File: config.mk
export PLATFORM = sky130hd
export DESIGN_NAME = svpwm_sector_duty_calc
export DESIGN_NICKNAME = d
export VERILOG_FILES = /design/src/hw/rtl/svpwm_pkg.sv /design/src/hw/rtl/svpwm_sector_duty_calc.sv
export VERILOG_INCLUDE_DIRS = /design/src /design/src/hw/rtl
export SDC_FILE = /design/constraint.sdc
export NUM_CORES = 2
export LEC_CHECK = 0
export ABC_AREA = 1
export BUFFER_PORTS_ARGS = -buffer_cell sky130_fd_sc_hd__buf_2
export CORE_MARGIN = 1
export CORE_UTILIZATION = 65
export CTS_BUF_LIST = sky130_fd_sc_hd__clkbuf_8
export DETAILED_ROUTE_END_ITERATION = 7
export GPL_TIMING_DRIVEN = 0
export PLACE_DENSITY = 0.87
export SLEW_MARGIN = 20
export SYNTH_ARGS = -nofsm -noshare
export SYNTH_HDL_FRONTEND = slang
export SYNTH_SLANG_ARGS = --single-unit
File: constraint.sdc
create_clock -name clk -period 9.25 [get_ports clk]
set_clock_uncertainty 0.05 [all_clocks]
set_input_delay 0.4625 -clock clk [delete_from_list [all_inputs] [get_ports clk]]
set_output_delay 0.4625 -clock clk [all_outputs]
set_load 0.05 [all_outputs]
File: src/hw/rtl/assert_macros.svh
// assertion macros used by svpwm_sector_duty_calc
// no dependencies; expects a clock and an active-low reset at the point of use
`ifndef ASSERT_MACROS_SVH
`define ASSERT_MACROS_SVH

// property checked on every rising edge, off while reset is low
`define ASSERT_CLKD(label, clk, rst_n, prop, msg) \
    label: assert property (@(posedge clk) disable iff (!rst_n) prop) else $error(msg);

// condition that must never be seen
`define ASSERT_NEVER(label, clk, rst_n, cond, msg) \
    `ASSERT_CLKD(label, clk, rst_n, !(cond), msg)

`endif

File: src/hw/rtl/svpwm_pkg.sv
// types, constants and helpers for the svpwm sector/duty calculator
// no dependencies
`timescale 1ns / 1ps

package svpwm_pkg;

    // wide signed width for the scaled alpha/beta terms
    localparam int WIDE_W      = 36;
    localparam int PROD_W      = 33;
    localparam int DUTY_SHIFT  = 18;   // (x / 2) / 131072
    localparam int QUOT_SHIFT  = 17;   // x / 131072
    localparam int PIPE_DEPTH  = 6;

    localparam int PADDR_W     = 5;
    localparam int PDATA_W     = 32;

    localparam logic [13:0] PWM_PERIOD_RST     = 14'd1800;
    localparam logic [15:0] PERIOD_SQRT3_RST   = 16'd12470;
    localparam logic [15:0] WINDOW_AFTER_RST   = 16'd100;
    localparam logic [15:0] WINDOW_BEFORE_RST  = 16'd60;
    localparam logic [15:0] WINDOW_DELTA_RST   = 16'd160;
    localparam logic [15:0] WINDOW_HALF_RST    = 16'd80;
    localparam logic [15:0] TEST_OFFSET_RST    = 16'd10;
    localparam logic        TRIGGER_MODE_RST   = 1'b0;

    // register indexes (byte address / 4)
    localparam logic [2:0] REG_PWM_PERIOD    = 3'd0;
    localparam logic [2:0] REG_PERIOD_SQRT3  = 3'd1;
    localparam logic [2:0] REG_WINDOW_AFTER  = 3'd2;
    localparam logic [2:0] REG_WINDOW_BEFORE = 3'd3;
    localparam logic [2:0] REG_WINDOW_DELTA  = 3'd4;
    localparam logic [2:0] REG_WINDOW_HALF   = 3'd5;
    localparam logic [2:0] REG_TEST_OFFSET   = 3'd6;
    localparam logic [2:0] REG_TRIGGER_MODE  = 3'd7;

    localparam logic [2:0] SEC_1 = 3'd1;
    localparam logic [2:0] SEC_2 = 3'd2;
    localparam logic [2:0] SEC_3 = 3'd3;
    localparam logic [2:0] SEC_4 = 3'd4;
    localparam logic [2:0] SEC_5 = 3'd5;
    localparam logic [2:0] SEC_6 = 3'd6;

    localparam logic TRIG_FIXED    = 1'b0;

    typedef struct packed {
        logic signed [15:0] v_alpha;
        logic signed [15:0] v_beta;
    } svpwm_vec_t;

    typedef struct packed {
        logic [2:0]  sector;
        logic [15:0] duty_a;
        logic [15:0] duty_b;
        logic [15:0] duty_c;
        logic [15:0] trigger_compare;
        logic        trigger_falling;
    } svpwm_result_t;

    // signed divide by 2**sh, rounding toward zero
    function automatic logic signed [WIDE_W-1:0] div_pow2_trunc(
        input logic signed [WIDE_W-1:0] v,
        input int unsigned              sh
    );
        logic signed [WIDE_W-1:0] bias;
        bias = v[WIDE_W-1] ? signed'((WIDE_W'(1) << sh) - WIDE_W'(1)) : '0;
        return (v + bias) >>> sh;
    endfunction

endpackage

File: src/hw/rtl/svpwm_sector_duty_calc.sv
// svpwm sector/duty calculator: each accepted transaction leaves the output
// register with the done strobe; one transaction accepted every cycle, busy stays low
// six register stages: multiply, x/y/z and sector, quotients, duties,
// trigger operands, trigger placement and output register
// reset clears the valid pipeline and loads the register defaults
// depends on svpwm_pkg and assert_macros.svh
`timescale 1ns / 1ps

`include "assert_macros.svh"

module svpwm_sector_duty_calc (
    input  logic                                clk,
    input  logic                                rst_n,
    input  logic                                start,
    output logic                                busy,
    input  svpwm_pkg::svpwm_vec_t               vec,
    output logic                                done,
    output svpwm_pkg::svpwm_result_t            result,
    input  logic                                psel,
    input  logic                                penable,
    input  logic                                pwrite,
    input  logic [svpwm_pkg::PADDR_W-1:0]       paddr,
    input  logic [svpwm_pkg::PDATA_W-1:0]       pwdata,
    output logic [svpwm_pkg::PDATA_W-1:0]       prdata,
    output logic                                pready
);
    import svpwm_pkg::*;

    // ---------------- configuration registers ----------------
    logic [13:0] pwm_period_reg;
    logic [15:0] period_sqrt3_reg;
    logic [15:0] window_after_reg;
    logic [15:0] window_before_reg;
    logic [15:0] window_delta_reg;
    logic [15:0] window_half_reg;
    logic [15:0] test_offset_reg;
    logic        trigger_mode_reg;

    logic        cfg_write;
    logic [2:0]  cfg_index;

    assign pready    = 1'b1;
    assign busy      = 1'b0;
    assign cfg_write = psel && penable && pwrite && pready;
    assign cfg_index = paddr[PADDR_W-1:2];

    always_ff @(posedge clk or negedge rst_n)
    begin
        if (!rst_n)
        begin
            pwm_period_reg    <= PWM_PERIOD_RST;
            period_sqrt3_reg  <= PERIOD_SQRT3_RST;
            window_after_reg  <= WINDOW_AFTER_RST;
            window_before_reg <= WINDOW_BEFORE_RST;
            window_delta_reg  <= WINDOW_DELTA_RST;
            window_half_reg   <= WINDOW_HALF_RST;
            test_offset_reg   <= TEST_OFFSET_RST;
            trigger_mode_reg  <= TRIGGER_MODE_RST;
        end
        else if (cfg_write)
        begin
            unique case (cfg_index)
                REG_PWM_PERIOD:    pwm_period_reg    <= pwdata[13:0];
                REG_PERIOD_SQRT3:  period_sqrt3_reg  <= pwdata[15:0];
                REG_WINDOW_AFTER:  window_after_reg  <= pwdata[15:0];
                REG_WINDOW_BEFORE: window_before_reg <= pwdata[15:0];
                REG_WINDOW_DELTA:  window_delta_reg  <= pwdata[15:0];
                REG_WINDOW_HALF:   window_half_reg   <= pwdata[15:0];
                REG_TEST_OFFSET:   test_offset_reg   <= pwdata[15:0];
                REG_TRIGGER_MODE:  trigger_mode_reg  <= pwdata[0];
            endcase
        end
    end

    always_comb
    begin
        unique case (cfg_index)
            REG_PWM_PERIOD:    prdata = PDATA_W'(pwm_period_reg);
            REG_PERIOD_SQRT3:  prdata = PDATA_W'(period_sqrt3_reg);
            REG_WINDOW_AFTER:  prdata = PDATA_W'(window_after_reg);
            REG_WINDOW_BEFORE: prdata = PDATA_W'(window_before_reg);
            REG_WINDOW_DELTA:  prdata = PDATA_W'(window_delta_reg);
            REG_WINDOW_HALF:   prdata = PDATA_W'(window_half_reg);
            REG_TEST_OFFSET:   prdata = PDATA_W'(test_offset_reg);
            REG_TRIGGER_MODE:  prdata = PDATA_W'(trigger_mode_reg);
        endcase
    end

    logic [15:0] period16;
    logic [15:0] tt16;
    assign period16 = {2'b00, pwm_period_reg};
    assign tt16     = {pwm_period_reg, 2'b00};

    // ---------------- valid pipeline ----------------
    logic [PIPE_DEPTH-1:0] valid_reg;
    logic [PIPE_DEPTH-1:0] valid_next;
    assign valid_next = {valid_reg[PIPE_DEPTH-2:0], start && !busy};

    always_ff @(posedge clk or negedge rst_n)
    begin
        if (!rst_n)
            valid_reg <= '0;
        else
            valid_reg <= valid_next;
    end
    assign done = valid_reg[PIPE_DEPTH-1];

    // ---------------- stage 1: products ----------------
    logic signed [PROD_W-1:0] s1_alpha_reg, s1_alpha_next;
    logic signed [PROD_W-1:0] s1_prod_b_reg, s1_prod_b_next;

    assign s1_alpha_next  = $signed(vec.v_alpha) * $signed({1'b0, period_sqrt3_reg});
    assign s1_prod_b_next = $signed(vec.v_beta) * $signed({1'b0, tt16});

    always_ff @(posedge clk)
    begin
        s1_alpha_reg  <= s1_alpha_next;
        s1_prod_b_reg <= s1_prod_b_next;
    end

    // ---------------- stage 2: x, y, z and sector ----------------
    logic signed [WIDE_W-1:0] beta_w, alpha_w;
    logic signed [WIDE_W-1:0] s2_x_reg, s2_x_next;
    logic signed [WIDE_W-1:0] s2_y_reg, s2_y_next;
    logic signed [WIDE_W-1:0] s2_z_reg, s2_z_next;
    logic [2:0]               s2_sector_reg, s2_sector_next;

    always_comb
    begin
        alpha_w   = WIDE_W'(s1_alpha_reg);
        beta_w    = -WIDE_W'(s1_prod_b_reg);
        s2_x_next = beta_w;
        s2_y_next = div_pow2_trunc(beta_w + alpha_w, 1);
        s2_z_next = div_pow2_trunc(beta_w - alpha_w, 1);
        if (s2_y_next[WIDE_W-1])
        begin
            if (s2_z_next[WIDE_W-1])
                s2_sector_next = SEC_5;
            else if (s2_x_next[WIDE_W-1] || (s2_x_next == '0))
                s2_sector_next = SEC_4;
            else
                s2_sector_next = SEC_3;
        end
        else
        begin
            if (!s2_z_next[WIDE_W-1])
                s2_sector_next = SEC_2;
            else if (s2_x_next[WIDE_W-1] || (s2_x_next == '0))
                s2_sector_next = SEC_6;
            else
                s2_sector_next = SEC_1;
        end
    end

    always_ff @(posedge clk)
    begin
        s2_x_reg      <= s2_x_next;
        s2_y_reg      <= s2_y_next;
        s2_z_reg      <= s2_z_next;
        s2_sector_reg <= s2_sector_next;
    end

    // ---------------- stage 3: scaled quotients ----------------
    logic signed [WIDE_W-1:0] tt_w, term_sum;
    logic signed [WIDE_W-1:0] term_q, qx_w, qy_w, qz_w;
    logic [15:0] s3_term_reg, s3_term_next;
    logic [15:0] s3_qx_reg, s3_qx_next;
    logic [15:0] s3_qy_reg, s3_qy_next;
    logic [15:0] s3_qz_reg, s3_qz_next;
    logic [2:0]  s3_sector_reg;

    always_comb
    begin
        tt_w = signed'(WIDE_W'(tt16));
        unique case (s2_sector_reg)
            SEC_1, SEC_4: term_sum = tt_w + s2_x_reg - s2_z_reg;
            SEC_2, SEC_5: term_sum = tt_w + s2_y_reg - s2_z_reg;
            default:      term_sum = tt_w - s2_x_reg + s2_y_reg;
        endcase
        term_q       = div_pow2_trunc(term_sum, DUTY_SHIFT);
        qx_w         = div_pow2_trunc(s2_x_reg, QUOT_SHIFT);
        qy_w         = div_pow2_trunc(s2_y_reg, QUOT_SHIFT);
        qz_w         = div_pow2_trunc(s2_z_reg, QUOT_SHIFT);
        s3_term_next = term_q[15:0];
        s3_qx_next   = qx_w[15:0];
        s3_qy_next   = qy_w[15:0];
        s3_qz_next   = qz_w[15:0];
    end

    always_ff @(posedge clk)
    begin
        s3_term_reg   <= s3_term_next;
        s3_qx_reg     <= s3_qx_next;
        s3_qy_reg     <= s3_qy_next;
        s3_qz_reg     <= s3_qz_next;
        s3_sector_reg <= s2_sector_reg;
    end

    // ---------------- stage 4: phase compare values ----------------
    logic [15:0] s4_a_reg, s4_a_next;
    logic [15:0] s4_b_reg, s4_b_next;
    logic [15:0] s4_c_reg, s4_c_next;
    logic [2:0]  s4_sector_reg;

    always_comb
    begin
        s4_a_next = {3'b000, pwm_period_reg[13:1]} + s3_term_reg;
        unique case (s3_sector_reg)
            SEC_1, SEC_4:
            begin
                s4_b_next = s4_a_next + s3_qz_reg;
                s4_c_next = s4_b_next - s3_qx_reg;
            end
            SEC_2, SEC_5:
            begin
                s4_b_next = s4_a_next + s3_qz_reg;
                s4_c_next = s4_a_next - s3_qy_reg;
            end
            default:
            begin
                s4_c_next = s4_a_next - s3_qy_reg;
                s4_b_next = s4_c_next + s3_qx_reg;
            end
        endcase
    end

    always_ff @(posedge clk)
    begin
        s4_a_reg      <= s4_a_next;
        s4_b_reg      <= s4_b_next;
        s4_c_reg      <= s4_c_next;
        s4_sector_reg <= s3_sector_reg;
    end

    // ---------------- stage 5: trigger operands ----------------
    logic [15:0] edge_ph, other_ph;
    logic [15:0] s5_room_reg, s5_room_next;
    logic [15:0] s5_diff_reg, s5_diff_next;
    logic [15:0] s5_early_reg, s5_early_next;
    logic [15:0] s5_late_reg, s5_late_next;
    logic [15:0] s5_a_reg, s5_b_reg, s5_c_reg;
    logic [2:0]  s5_sector_reg;

    always_comb
    begin
        // sampled phase edge and the phase it is measured against
        unique case (s4_sector_reg)
            SEC_1:   begin edge_ph = s4_a_reg; other_ph = s4_b_reg; end
            SEC_2:   begin edge_ph = s4_b_reg; other_ph = s4_a_reg; end
            SEC_3:   begin edge_ph = s4_b_reg; other_ph = s4_c_reg; end
            SEC_4:   begin edge_ph = s4_c_reg; other_ph = s4_b_reg; end
            SEC_5:   begin edge_ph = s4_c_reg; other_ph = s4_a_reg; end
            default: begin edge_ph = s4_a_reg; other_ph = s4_c_reg; end
        endcase
        s5_room_next  = period16 - edge_ph;
        s5_diff_next  = edge_ph - other_ph;
        s5_early_next = edge_ph - window_before_reg;
        s5_late_next  = edge_ph + window_after_reg;
    end

    always_ff @(posedge clk)
    begin
        s5_room_reg   <= s5_room_next;
        s5_diff_reg   <= s5_diff_next;
        s5_early_reg  <= s5_early_next;
        s5_late_reg   <= s5_late_next;
        s5_a_reg      <= s4_a_reg;
        s5_b_reg      <= s4_b_reg;
        s5_c_reg      <= s4_c_reg;
        s5_sector_reg <= s4_sector_reg;
    end

    // ---------------- stage 6: trigger placement, output register ----------------
    logic [15:0]   trig_calc;
    logic          fall_calc;
    logic [15:0]   reflect;
    svpwm_result_t result_reg, result_next;

    always_comb
    begin
        reflect   = {pwm_period_reg, 1'b0} - s5_late_reg - 16'd1;
        trig_calc = period16 - 16'd1;
        fall_calc = 1'b0;
        priority if (s5_room_reg > window_after_reg)
        begin
            trig_calc = period16 - 16'd1;
        end
        else if (s5_diff_reg > window_delta_reg)
        begin
            trig_calc = s5_early_reg;
        end
        else if (s5_room_reg > window_half_reg)
        begin
            // sample after the edge, folded onto the falling slope past the period
            if (s5_late_reg >= period16)
            begin
                trig_calc = reflect;
                fall_calc = 1'b1;
            end
            else
            begin
                trig_calc = s5_late_reg;
            end
        end
        else
        begin
            trig_calc = period16 - 16'd1;
        end

        result_next.sector = s5_sector_reg;
        result_next.duty_a = s5_a_reg;
        result_next.duty_b = s5_b_reg;
        result_next.duty_c = s5_c_reg;
        if (trigger_mode_reg == TRIG_FIXED)
        begin
            result_next.trigger_compare = period16 - test_offset_reg;
            result_next.trigger_falling = 1'b0;
        end
        else
        begin
            result_next.trigger_compare = trig_calc;
            result_next.trigger_falling = fall_calc;
        end
    end

    always_ff @(posedge clk)
    begin
        result_reg <= result_next;
    end
    assign result = result_reg;

    // ---------------- assertions ----------------
    `ASSERT_CLKD(a_accept_to_done, clk, rst_n,
        (start && !busy) |-> ##6 done, "accepted transaction did not complete in 6 cycles")
    `ASSERT_CLKD(a_done_has_source, clk, rst_n,
        done |-> $past(start && !busy, 6), "done strobe without an accepted transaction")
    `ASSERT_NEVER(a_sector_range, clk, rst_n,
        done && (result.sector == 3'd0 || result.sector == 3'd7), "sector out of range")
    `ASSERT_CLKD(a_fixed_no_fall, clk, rst_n,
        (done && ($past(trigger_mode_reg) == TRIG_FIXED)) |-> !result.trigger_falling,
        "falling flag set in fixed trigger mode")

endmodule
== Word level (Yosys, flattened, before mapping) ==
Cells that the tools add are included.

* Register bits after elaboration: 591
* Input bits: 75
* Output and inout bits: 103
* Word-level logic and storage cells: 142

* $add $sub $neg: 28
* $mul: 2
* Magnitude comparators: 4
* Eq/ne operators: 20
* Multiplexer cells: 26
* Bitwise gates (word level): 2
* Reduce and logical (&&, ||, !) cells: 22

{| class="wikitable"
|+ Operators with widths
! kind !! number
|-
| 32-bit one-hot mux with 8 select lines || 1
|-
| 33-bit by 18-bit adder with 33-bit output || 3
|-
| 16-bit two-way mux || 6
|-
| 36-bit by 2-bit adder with 36-bit output || 2
|-
| 36-bit one-hot mux with 2 select lines || 1
|-
| 36-bit by 35-bit subtractor with 36-bit output || 2
|-
| 17-bit two-way mux || 4
|-
| 16-bit one-hot mux with 2 select lines || 2
|-
| 16-bit subtractor || 4
|-
| 16-bit adder || 3
|-
| 16-bit greater-than comparator || 3
|-
| 17-bit by 35-bit adder with 36-bit output || 1
|-
| 17-bit by 36-bit adder with 36-bit output || 1
|-
| 36-bit by 33-bit adder with 36-bit output || 1
|-
| 36-bit by 35-bit adder with 36-bit output || 1
|-
| 36-bit logical NOT || 1
|-
| 33-bit negation with 36-bit output || 1
|-
| 17-bit by 36-bit subtractor with 36-bit output || 1
|-
| 36-bit by 33-bit subtractor with 36-bit output || 1
|-
| 34-bit by 19-bit adder with 34-bit output || 1
|-
| 16-bit by 17-bit multiplier with 33-bit output || 1
|-
| 14-bit by 16-bit subtractor with 16-bit output || 2
|-
| 16-bit by 15-bit multiplier with 31-bit output || 1
|-
| 3-bit == test (second input constant) || 10
|-
| 17 further kinds || 50
|}

== Depth between registers and ports, before layout ==
* Word-level depth: 7
* Gate-level depth with buffers: 36
* Gate-level depth less buffers: 35

== Worst setup path after synthesis ==
No wires, ideal clock.

* Path type: flip-flop to flip-flop
* Start point: register pwm_period_reg[3]
* End point: register s1_prod_b_reg[30]
* Setup time: 0.117 ns
* Arrival: 6.085 ns
* Required time: 9.083 ns
* Slack: 2.998 ns
* Stages on the path, launching flop included: 25
* Buffers on the path: 2
* Period minus slack after synthesis: 6.252 ns
* Path through: dfstp_2 -> clkbuf_1 -> clkbuf_1 -> nand2_1 -> fa_1 -> inv_1 -> fa_1 -> inv_1 -> fa_1 -> inv_1 -> fa_1 -> fa_1 -> fa_1 -> ha_1 -> a21oi_1 -> a21boi_0 -> o21ai_1 -> a21boi_0 -> o21bai_1 -> a21oi_1 -> o21ai_1 -> nand2_1 -> inv_1 -> o21bai_1 -> nand2_1

* Cells in the longest elaborated chain, start to end: 1

{| class="wikitable"
|+ Ends and longest elaborated chain
! item !! RTL line !! RTL
|-
| start, declared || svpwm_sector_duty_calc.sv:30 || <nowiki>logic [13:0] pwm_period_reg;</nowiki>
|-
| start signal, assigned || svpwm_sector_duty_calc.sv:63 || <nowiki>REG_PWM_PERIOD: pwm_period_reg <= pwdata[13:0];</nowiki>
|-
| 16-bit by 15-bit multiplier with 31-bit output || svpwm_sector_duty_calc.sv:113 || <nowiki>assign s1_prod_b_next = $signed(vec.v_beta) * $signed({1'b0, tt16});</nowiki>
|-
| net s1_prod_b_next[30] || svpwm_sector_duty_calc.sv:110 || <nowiki>logic signed [PROD_W-1:0] s1_prod_b_reg, s1_prod_b_next;</nowiki>
|-
| end signal, assigned || svpwm_sector_duty_calc.sv:118 || <nowiki>s1_prod_b_reg <= s1_prod_b_next;</nowiki>
|-
| end, declared || svpwm_sector_duty_calc.sv:110 ||
|}

The timed path passes the listed nets, and every way through them passes these cells.
A chain may end at the register's enable or synchronous reset.

== Worst setup path after layout ==
* Start point: register pwm_period_reg[4]
* End point: register s1_prod_b_reg[30]

Same word-level chain as after synthesis.

==> out/metrics.sh <==
WORST-ENDPOINT-ARRIVAL_NS=8.71
SYNTH-ASYNC-RESET-RATIO_PCT=19.9
VIAS_PER_CELL=5.95
POSTLAYOUTCELLAREA_MM2=0.0652
LARGEST_FAMILY_OF_LOGIC_CELLS_BY_SYNTHESIZED_AREA='adder cells'
TIMING.FINAL.CRIT_PERIOD_NS=8.12
POST_CTS_RESIZED=0
FINAL_HOLD_VIOL_COUNT=0
FLOW.AREA_GROWTH_FROM_SYNTHESIS_PCT=7.40
SETUP.WORST_PATH.START_CLASS='flip-flop'
PLACE_WORST_SETUP_SLACK_NS=1.54
ROOT_BUFFER='sky130_fd_sc_hd__clkbuf_8'
STATUS='completed'
GLOBAL_ROUTE.USAGE.MET1_PCT=56.7
TOP_POST_SYNTHESIS_CELLS_BY_AREA='sky130_fd_sc_hd__dfxtp_1, sky130_fd_sc_hd__fa_1, sky130_fd_sc_hd__ha_1'
POSTROUTEANTENNANETS=0
MAPPEDNETLISTAREA_MM2=0.0607
POST_SYNTH_MUX_AREA_SHARE_PCT=0
R2R-START='pwm_period_reg[4]'
FIN_TNS_SETUP_NS=0
WORSTREGTOREGCELLS=28
SYNTH.CELLS.MOST_FREQUENT='sky130_fd_sc_hd__inv_1, sky130_fd_sc_hd__nand2_1, sky130_fd_sc_hd__ha_1'
GRT-BUSIEST-LAYER='met2'
GRT_SETUP_UNREPAIRED='false'
CLOCK_SINK_COUNT=589
ROUTE.VIAS.TOTAL=58200
TIMING.MAX_SLEW.REL_SLACK_PCT=13.1
TOP_LEVEL_PORTS=178
DP_HPWL_UM=183000
CTS.PATH.MAX_BUFFERS=3
PLACER_S_FINAL_ROUTABILITY_CONGESTION_ESTIMATE=1.08
POST-ROUTE-DRC-COUNT=0
DRT-PASS1-ITER-COUNT=8
FINAL_NET_COUNT=9716
YOSYS.CELL_COUNT.TOP_TYPE='sky130_fd_sc_hd__inv_1'
WORST-PATH-STAGES=28
WHS_PATH_DEPTH=4
CTS_SETUP_BUFFERS=0
TIMING.FMAX_MHz=123
DIE-WIDTH_UM=308
CP.REQUIRED_NS=9.84
MET3_USAGE_PCT=13.6
HOLDCRITPATHCLASS='in2reg'
SLOWEST_DELAY_NS=0.91
REPORT.FINAL.SLEW_VIOL_COUNT=0
TIMING.RR.END='s1_prod_b_reg[30]'
YOSYS_WARNINGS=0
FF2FF_SETUP_SLACK_NS=1.13
POST-SYNTH-TOP-AREA-CELL='sky130_fd_sc_hd__dfxtp_1'
HOLD_BUFFERS=19
FINISH.UTILIZATION_PCT=70.8
WORSTHOLDENDPOINT='test_offset_reg[0]'
WL_PER_CELL_UM=22.7
FINAL_MIN_PERIOD_OVER_CLOCK_PERIOD_PCT=87.8
TIGHTESTPINTRANSITION_NS=1.30
CLK-INSERTION-DELAY-LATE_NS=0.80
SYNTH_SIMPLE_GATE_AREA_SHARE_PCT=18.5
POST_SYNTH_ADDER_CELL_AREA_PCT=30.1
GROUTE.USAGE.OVERALL_PCT=47.0
SYNTH_AREA_PER_INST_UM2=7.40
ANTENNA_FOUND_INITIAL=16
SYNTH_CELLS=8200
CTS_TREE='done'
CORE_BOX_AREA_MM2=0.0921
LARGEST_REGISTER_FFS=68
FINALWIRELENGTH_UM=223000
SEQ_AREA_FRAC_SYNTH_PCT=20.4
TIMING.CRITICAL_PATH.MODE_CELL='sky130_fd_sc_hd__inv_1'
TIMING.CRITICAL_PATH.TO_TYPE='flip-flop'
SETUP-VIOLATIONS-FINAL=0
START_UTIL_PCT=65.9
LAYOUT-DRIVE-GT1-SHARE_PCT=5.45
IO_BUFFER_COUNT=126
CRIT_PATH_TOP_DELAY_CELL='sky130_fd_sc_hd__clkbuf_1'
MAX-CAP-VIOLATIONS=0
POST-SYNTH-TOP-AREA-FRACTION_PCT=15.6
YOSYSUNIQUECELLTYPES=73
DIE_AREA_MM2=0.0946
WORST-PATH-BUF-INV=8
NUMCTSBUFFERS=96
WORSTSETUPPATHTYPE='reg2reg'
CRITPATHTOPFAMILY='adder cells'
HOLD_PATH_STARTPOINT='paddr[2]'
CRITPATHMAXFANOUT=10
DIE_H_UM=308
GRT_PASS1_VIAS=58300
DRT-INITIAL-DRC-COUNT=6781
GLOBAL_ROUTE_WIRE_LENGTH_BEFORE_REPAIR_UM=335000
PLACEMENT_ROWS=111
POST_SYNTHESIS_SEQUENTIAL_ELEMENT_COUNT=589
SYNTH-COMPOUND-AREA-SHARE_PCT=12.8
CLK_TRANSITION_REPORTED_PATHS_NS=0.07
H-TREE-DEPTH=3
GRTUSAGEMET2_PCT=72.3
LAYOUT_SETUP_WS_NS=1.13
LARGEST_NET_DEGREE_AT_THE_START_OF_GLOBAL_ROUTING=75
SYNTH-EDFF-COUNT=0
GRT_REMAINING_OVERFLOW=0
XOR_XNOR_FRACTION_OF_SYNTH_AREA_PCT=5.83
DPL_CELL_AREA_MM2=0.0630
SYNTH_FLOP_CELL='sky130_fd_sc_hd__dfxtp_1'
[metrics by stage]
step | cells | hold WS, ns
global placement | 9585 | 0.260
finish | 9787 | 0.0472
CTS | 9782 | 0.0342
global route | 9786 | 0.0814
floorplan | 8216 | 0.117
detailed placement | 9586 | 0.263
[worst max-delay path by stage]
stage,startpoint,endpoint,slack (ns)
global route,pwm_period_reg[3],s1_prod_b_reg[30],0.99
detailed placement,pwm_period_reg[3],s1_prod_b_reg[30],1.54
finish,pwm_period_reg[4],s1_prod_b_reg[30],1.13
global placement,pwm_period_reg[6],s1_prod_b_reg[30],1.67
CTS,pwm_period_reg[3],s1_prod_b_reg[30],1.47
floorplan,pwm_period_reg[3],s1_prod_b_reg[30],3.00
[final cells by class]
cell class | count | area (um2)
multi-input cells | 5654 | 40900
fillers | 7395 | 26900
flip-flops and latches | 589 | 12400
inverters | 1770 | 6650
clock buffers | 120 | 1650
well taps | 1243 | 1560
repair buffers | 146 | 855
plain buffers | 203 | 852
clock inverters | 57 | 348
diodes | 5 | 12.5
[cells by family after synthesis]
family                     Yosys count
AOI/OAI and AO/OA                 1380
DFF                                589
and+or+nand+nor                   2678
other                                2
adders and majority gates         1181
buffers and inverters             1973
xor gates and xnor gates           397
[worst min-delay path, stage by stage]
cell	delay, ns
sky130_fd_sc_hd__buf_2	0.13
sky130_fd_sc_hd__nor4_1	0.11
sky130_fd_sc_hd__nor2_1	0.10
sky130_fd_sc_hd__a21oi_1	0.05
[per-layer routing]
metal	routed length [um]	part of all wire, %
met1	81400	37
met2	95200	43
met3	27500	12
met4	18500	8.3
met5	94	0.042
[layout by cell type, fill, tap and decap left out, types with 11 or more instances in the layout]
| cell | synthesis | routed |
|---|---|---|
| sky130_fd_sc_hd__inv_1 | 1748 | 1776 |
| sky130_fd_sc_hd__nand2_1 | 1566 | 1566 |
| sky130_fd_sc_hd__ha_1 | 714 | 714 |
| sky130_fd_sc_hd__a21oi_1 | 606 | 605 |
| sky130_fd_sc_hd__nor2_1 | 540 | 540 |
| sky130_fd_sc_hd__dfxtp_1 | 472 | 472 |
| sky130_fd_sc_hd__fa_1 | 467 | 467 |
| sky130_fd_sc_hd__o21ai_0 | 403 | 403 |
| sky130_fd_sc_hd__xor2_1 | 302 | 302 |
| sky130_fd_sc_hd__nand3_1 | 273 | 273 |
| sky130_fd_sc_hd__clkbuf_1 | 161 | 158 |
| sky130_fd_sc_hd__buf_2 | 9 | 134 |
| sky130_fd_sc_hd__clkbuf_8 | 0 | 120 |
| sky130_fd_sc_hd__nor3_1 | 94 | 94 |
| sky130_fd_sc_hd__dfrtp_1 | 93 | 93 |
| sky130_fd_sc_hd__xnor2_1 | 87 | 87 |
| sky130_fd_sc_hd__o22ai_1 | 74 | 74 |
| sky130_fd_sc_hd__nand4_1 | 67 | 67 |
| sky130_fd_sc_hd__o21bai_1 | 48 | 48 |
| sky130_fd_sc_hd__a21o_1 | 37 | 37 |
| sky130_fd_sc_hd__o211ai_1 | 34 | 34 |
| sky130_fd_sc_hd__nor4_1 | 32 | 32 |
| sky130_fd_sc_hd__a31oi_1 | 31 | 31 |
| sky130_fd_sc_hd__or2_2 | 26 | 26 |
| sky130_fd_sc_hd__o21ai_1 | 26 | 26 |
| sky130_fd_sc_hd__dfstp_2 | 24 | 24 |
| sky130_fd_sc_hd__o21a_1 | 20 | 20 |
| sky130_fd_sc_hd__buf_4 | 20 | 20 |
| sky130_fd_sc_hd__dlygate4sd3_1 | 0 | 19 |
| sky130_fd_sc_hd__conb_1 | 2 | 18 |
| sky130_fd_sc_hd__inv_2 | 17 | 17 |
| sky130_fd_sc_hd__clkinv_2 | 2 | 17 |
| sky130_fd_sc_hd__o221ai_1 | 15 | 15 |
| sky130_fd_sc_hd__nand2_2 | 14 | 14 |
| sky130_fd_sc_hd__buf_1 | 13 | 13 |
| sky130_fd_sc_hd__a21boi_0 | 13 | 13 |
| sky130_fd_sc_hd__a211oi_1 | 12 | 12 |
| sky130_fd_sc_hd__a21oi_2 | 11 | 12 |
| sky130_fd_sc_hd__nand3b_1 | 11 | 11 |
Power is left out: the tool's default activity adds up to more than one toggle a clock period on the data nets, which glitch-free logic cannot reach.
